**src/sv/cfla_ram.sv**
```systemverilog
// Generic single-port-write, single-port-read RAM with registered read data.
`timescale 1ns / 1ps
`default_nettype none

module cfla_ram #(
	parameter int WIDTH = 8,
	parameter int DEPTH = 16
) (
	input  wire logic                     clk,
	input  wire logic                     we,
	input  wire logic [$clog2(DEPTH)-1:0] waddr,
	input  wire logic [WIDTH-1:0]         wdata,
	input  wire logic                     re,
	input  wire logic [$clog2(DEPTH)-1:0] raddr,
	output      logic [WIDTH-1:0]         rdata
);

	logic [WIDTH-1:0] mem_q [DEPTH];

	// Write port.
	always_ff @(posedge clk) begin
		if (we) begin
			mem_q[waddr] <= wdata;
		end
	end

	// Registered read port.
	always_ff @(posedge clk) begin
		if (re) begin
			rdata <= mem_q[raddr];
		end
	end

endmodule

`default_nettype wire

```
**config.mk**
```make
export PLATFORM = sky130hd
export DESIGN_NAME = cfla_ram
export DESIGN_NICKNAME = d
export VERILOG_FILES = /design/src/sv/cfla_ram.sv
export SDC_FILE = /design/constraint.sdc
export NUM_CORES = 1
export LEC_CHECK = 0
export BUFFER_PORTS_ARGS = -buffer_cell sky130_fd_sc_hd__clkbuf_2
export CORE_ASPECT_RATIO = 0.8
export CORE_MARGIN = 1.5
export CORE_UTILIZATION = 35
export CTS_BUF_LIST = sky130_fd_sc_hd__clkbuf_4
export DETAILED_ROUTE_END_ITERATION = 8
export PLACE_DENSITY = 0.6
export SYNTH_ARGS = -nofsm -noshare
export SYNTH_HDL_FRONTEND = slang
export SYNTH_SLANG_ARGS = --single-unit
```
**constraint.sdc**
```tcl
create_clock -name clk -period 1.55 [get_ports clk]
set_input_delay 0.0775 -clock clk [delete_from_list [all_inputs] [get_ports clk]]
set_output_delay 0.0775 -clock clk [all_outputs]
set_load 0.01 [all_outputs]
```
==> flow_summary.yaml <==
placement:
  gp_congestion: 0.704
  dp.cells: 454
  place.detailed.hpwl_um: 6720
  dp_slack_ns: -0.137
  placement.io_buffers: 26
synth:
  ys_ff_latch: 136
  synthesis.nets: 248
  syn_inst: 229
  yosysUniqueCellTypes: 18
  synth_area_leaders: "edfxtp_1, mux4_2, mux4_1, a22oi_1, nor2_1"
  ys_seq_area_share_pct: 78.1
  yosysWarnings: 0
  synth_top_cell_by_area: "edfxtp_1"
  synth_top_area_share_pct: 78.1
  synth_area_um2: 5230
  syn_area_per_cell_um2: 22.8
drt:
  num_vias: 2485
  drcViolationCount: 2
  postRouteAntennaNets: 0
  drt_wl_total_um: 10200
  firstDrtPassIters: 6
  avgRoutedWirePerCell_um: 20.6
  drt_iter0_drc: 168
  routed_via_density: 5.03
cells_and_area:
  nets: 317
  stdcell_count: 494
  diodes: 0
  layout-drive-gt1-share_pct: 33.9
  area_delta_synth_final_pct: 17.6
timing:
  period_share_pct: 94.2
  rsz0062_at_grt: "false"
  max_freq_ghz: 0.685
  tns_ns: 0
  slew_viol_final: 0
  fin_ws_ns: 0.0904
  post-route-min-period_ns: 1.46
  setup_violations: 0
  hold_viol: 0
  slew_headroom_pct: 46.9
  tightestPinTransition_ns: 0.795
  fin_skew_ns: 0.0117
  holdWs_ns: 0.138
global_route:
  grt_pass1_vias: 2702
  grt_start_max_net_pins: 23
  antenna_found_initial: 0
  grtUsageTotal_pct: 14.1
  grt.overflow.total: 0
  grt_pass1_wl_um: 15800
run_status:
  violations: "design-rule violations"
  outcome: "finished with violations"
cts:
  cts_tree: "built"
  h-tree-depth: 4
  clockBufferDepth: 2
  clkTransAtPathRegs_ns: 0.12
  cts_inserted_buffers: 17
  clk_latency_ns: 0.51
  cts-root-buf: "clkbuf_4"
  numClockSinks: 136
pwr:
  power.total_uw: 7080
  p_leak_uw: 0.00206
  cellPowerDensity_nw_per_um2: 1150
  vdd_drop_max_uv: 381
floorplan:
  die_w_um: 140
  die-area_um2: 15700
  rows: 39
  initial_core_util_pct: 36.2
  ios: 27
  core-area_um2: 14400
  die_h_um: 112
setup_path:
  cp_max_fo: 1
  start_kind: "register"
  critPathMaxStageDelay_ns: 0.56
  critPathKind: "register to register"
  cp.arrival_ns: 1.72
  path_cells: "mux4_1, a22oi_2, nand2_1"
  critPathCaptureType: "register"
  cp_slowest_cell: "mux4_1"
  required_ns: 1.81
run:
  drv_cap: 0
min_path:
  min_path_type: "input pin to register"
report_power, final:
group	switching [uW]	total, uW	internal (uW)
combinational	230	421	191
clock	1220	2500	1280
sequential	23.1	4160	4140
total	1470	7080	5610
synthesized netlist by cell type (all sizes together):
cell type,n
nor2b,1
or3b,1
clkdlybuf4s25,3
nand3,1
mux4,32
nand2,9
and2b,1
buf,7
nor3,4
and2,1
a22oi,16
nand3b,2
nor2,13
edfxtp,136
nand2b,2
cell usage in the layout, fill, tap and decap left out, drive strengths merged:
cell type,count
nand2b,2
and2,1
nor2,13
edfxtp,136
clkbuf,44
nor3,4
and2b,1
nand3b,2
a22oi,16
dlygate4sd3,9
mux4,32
nand2,9
or3b,1
clkinv,6
nor2b,1
buf,25
clkinvlp,3
bufinv,4
nand3,1
worst max-delay path: cells and delay by family, from the launching register on:
family	cells	cell delay [ns]
compound gates	1	0.23
flops	1	0.37
mux	1	0.56
simple gates	1	0.07
state kept, by name (all words and copies together) (netlist names):
signal,count
rdata,8
mem_q,128
area by class of cell:
type,count,area [um2]
tap,184,230
timing repair buffer,60,445
clock buffer,18,135
fill,1292,8290
sequential,136,4080
multi-input combinational,83,1070
clock inverter,13,180
final timing paths:
path,from,to,slack (ns),cells past startpoint
worst max-delay path,mem_q[9][2],rdata[2],0.09,3
worst min-delay path,waddr[0],mem_q[0][1],0.14,3
worst max register to register,mem_q[9][2],rdata[2],0.09,3
worst min register to register,mem_q[14][7],rdata[7],0.75,3
cells by family after synthesis:
family,Yosys count,synth area share (%)
compound gates,16,2.30
buf+inv,10,1.65
flops,136,78.1
mux,32,14.8
simple gates,35,3.14
per-stage QoR:
| stage | utilization [%] | area, um2 |
|---|---|---|
| 2_1_floorplan | - | 5230 |
| 3_3_place_gp | 39.7 | 5730 |
| 3_5_place_dp | 39.7 | 5730 |
| 4_1_cts | 42.5 | 6140 |
| 5_1_grt | 42.6 | 6150 |
| 6_report | 42.6 | 6150 |
per-layer routing:
layer | track usage, % | routed length (um)
met4 | 3.86 | 59
met2 | 21.9 | 4760
met3 | 5.03 | 530
met5 | 0 | 0
met1 | 19.1 | 4810
repair_timing:
action | CTS | global route
hold endpoints to repair | 130 | 0
gates cloned | 0 | 0
setup buffers | 0 | 0
pin swaps | 1 | 0
endpoints found under the setup margin | 1 | 2
hold buffers | 9 | 0
resized for setup | 0 | 3
No activity file was read; power rests on OpenSTA's default activity.
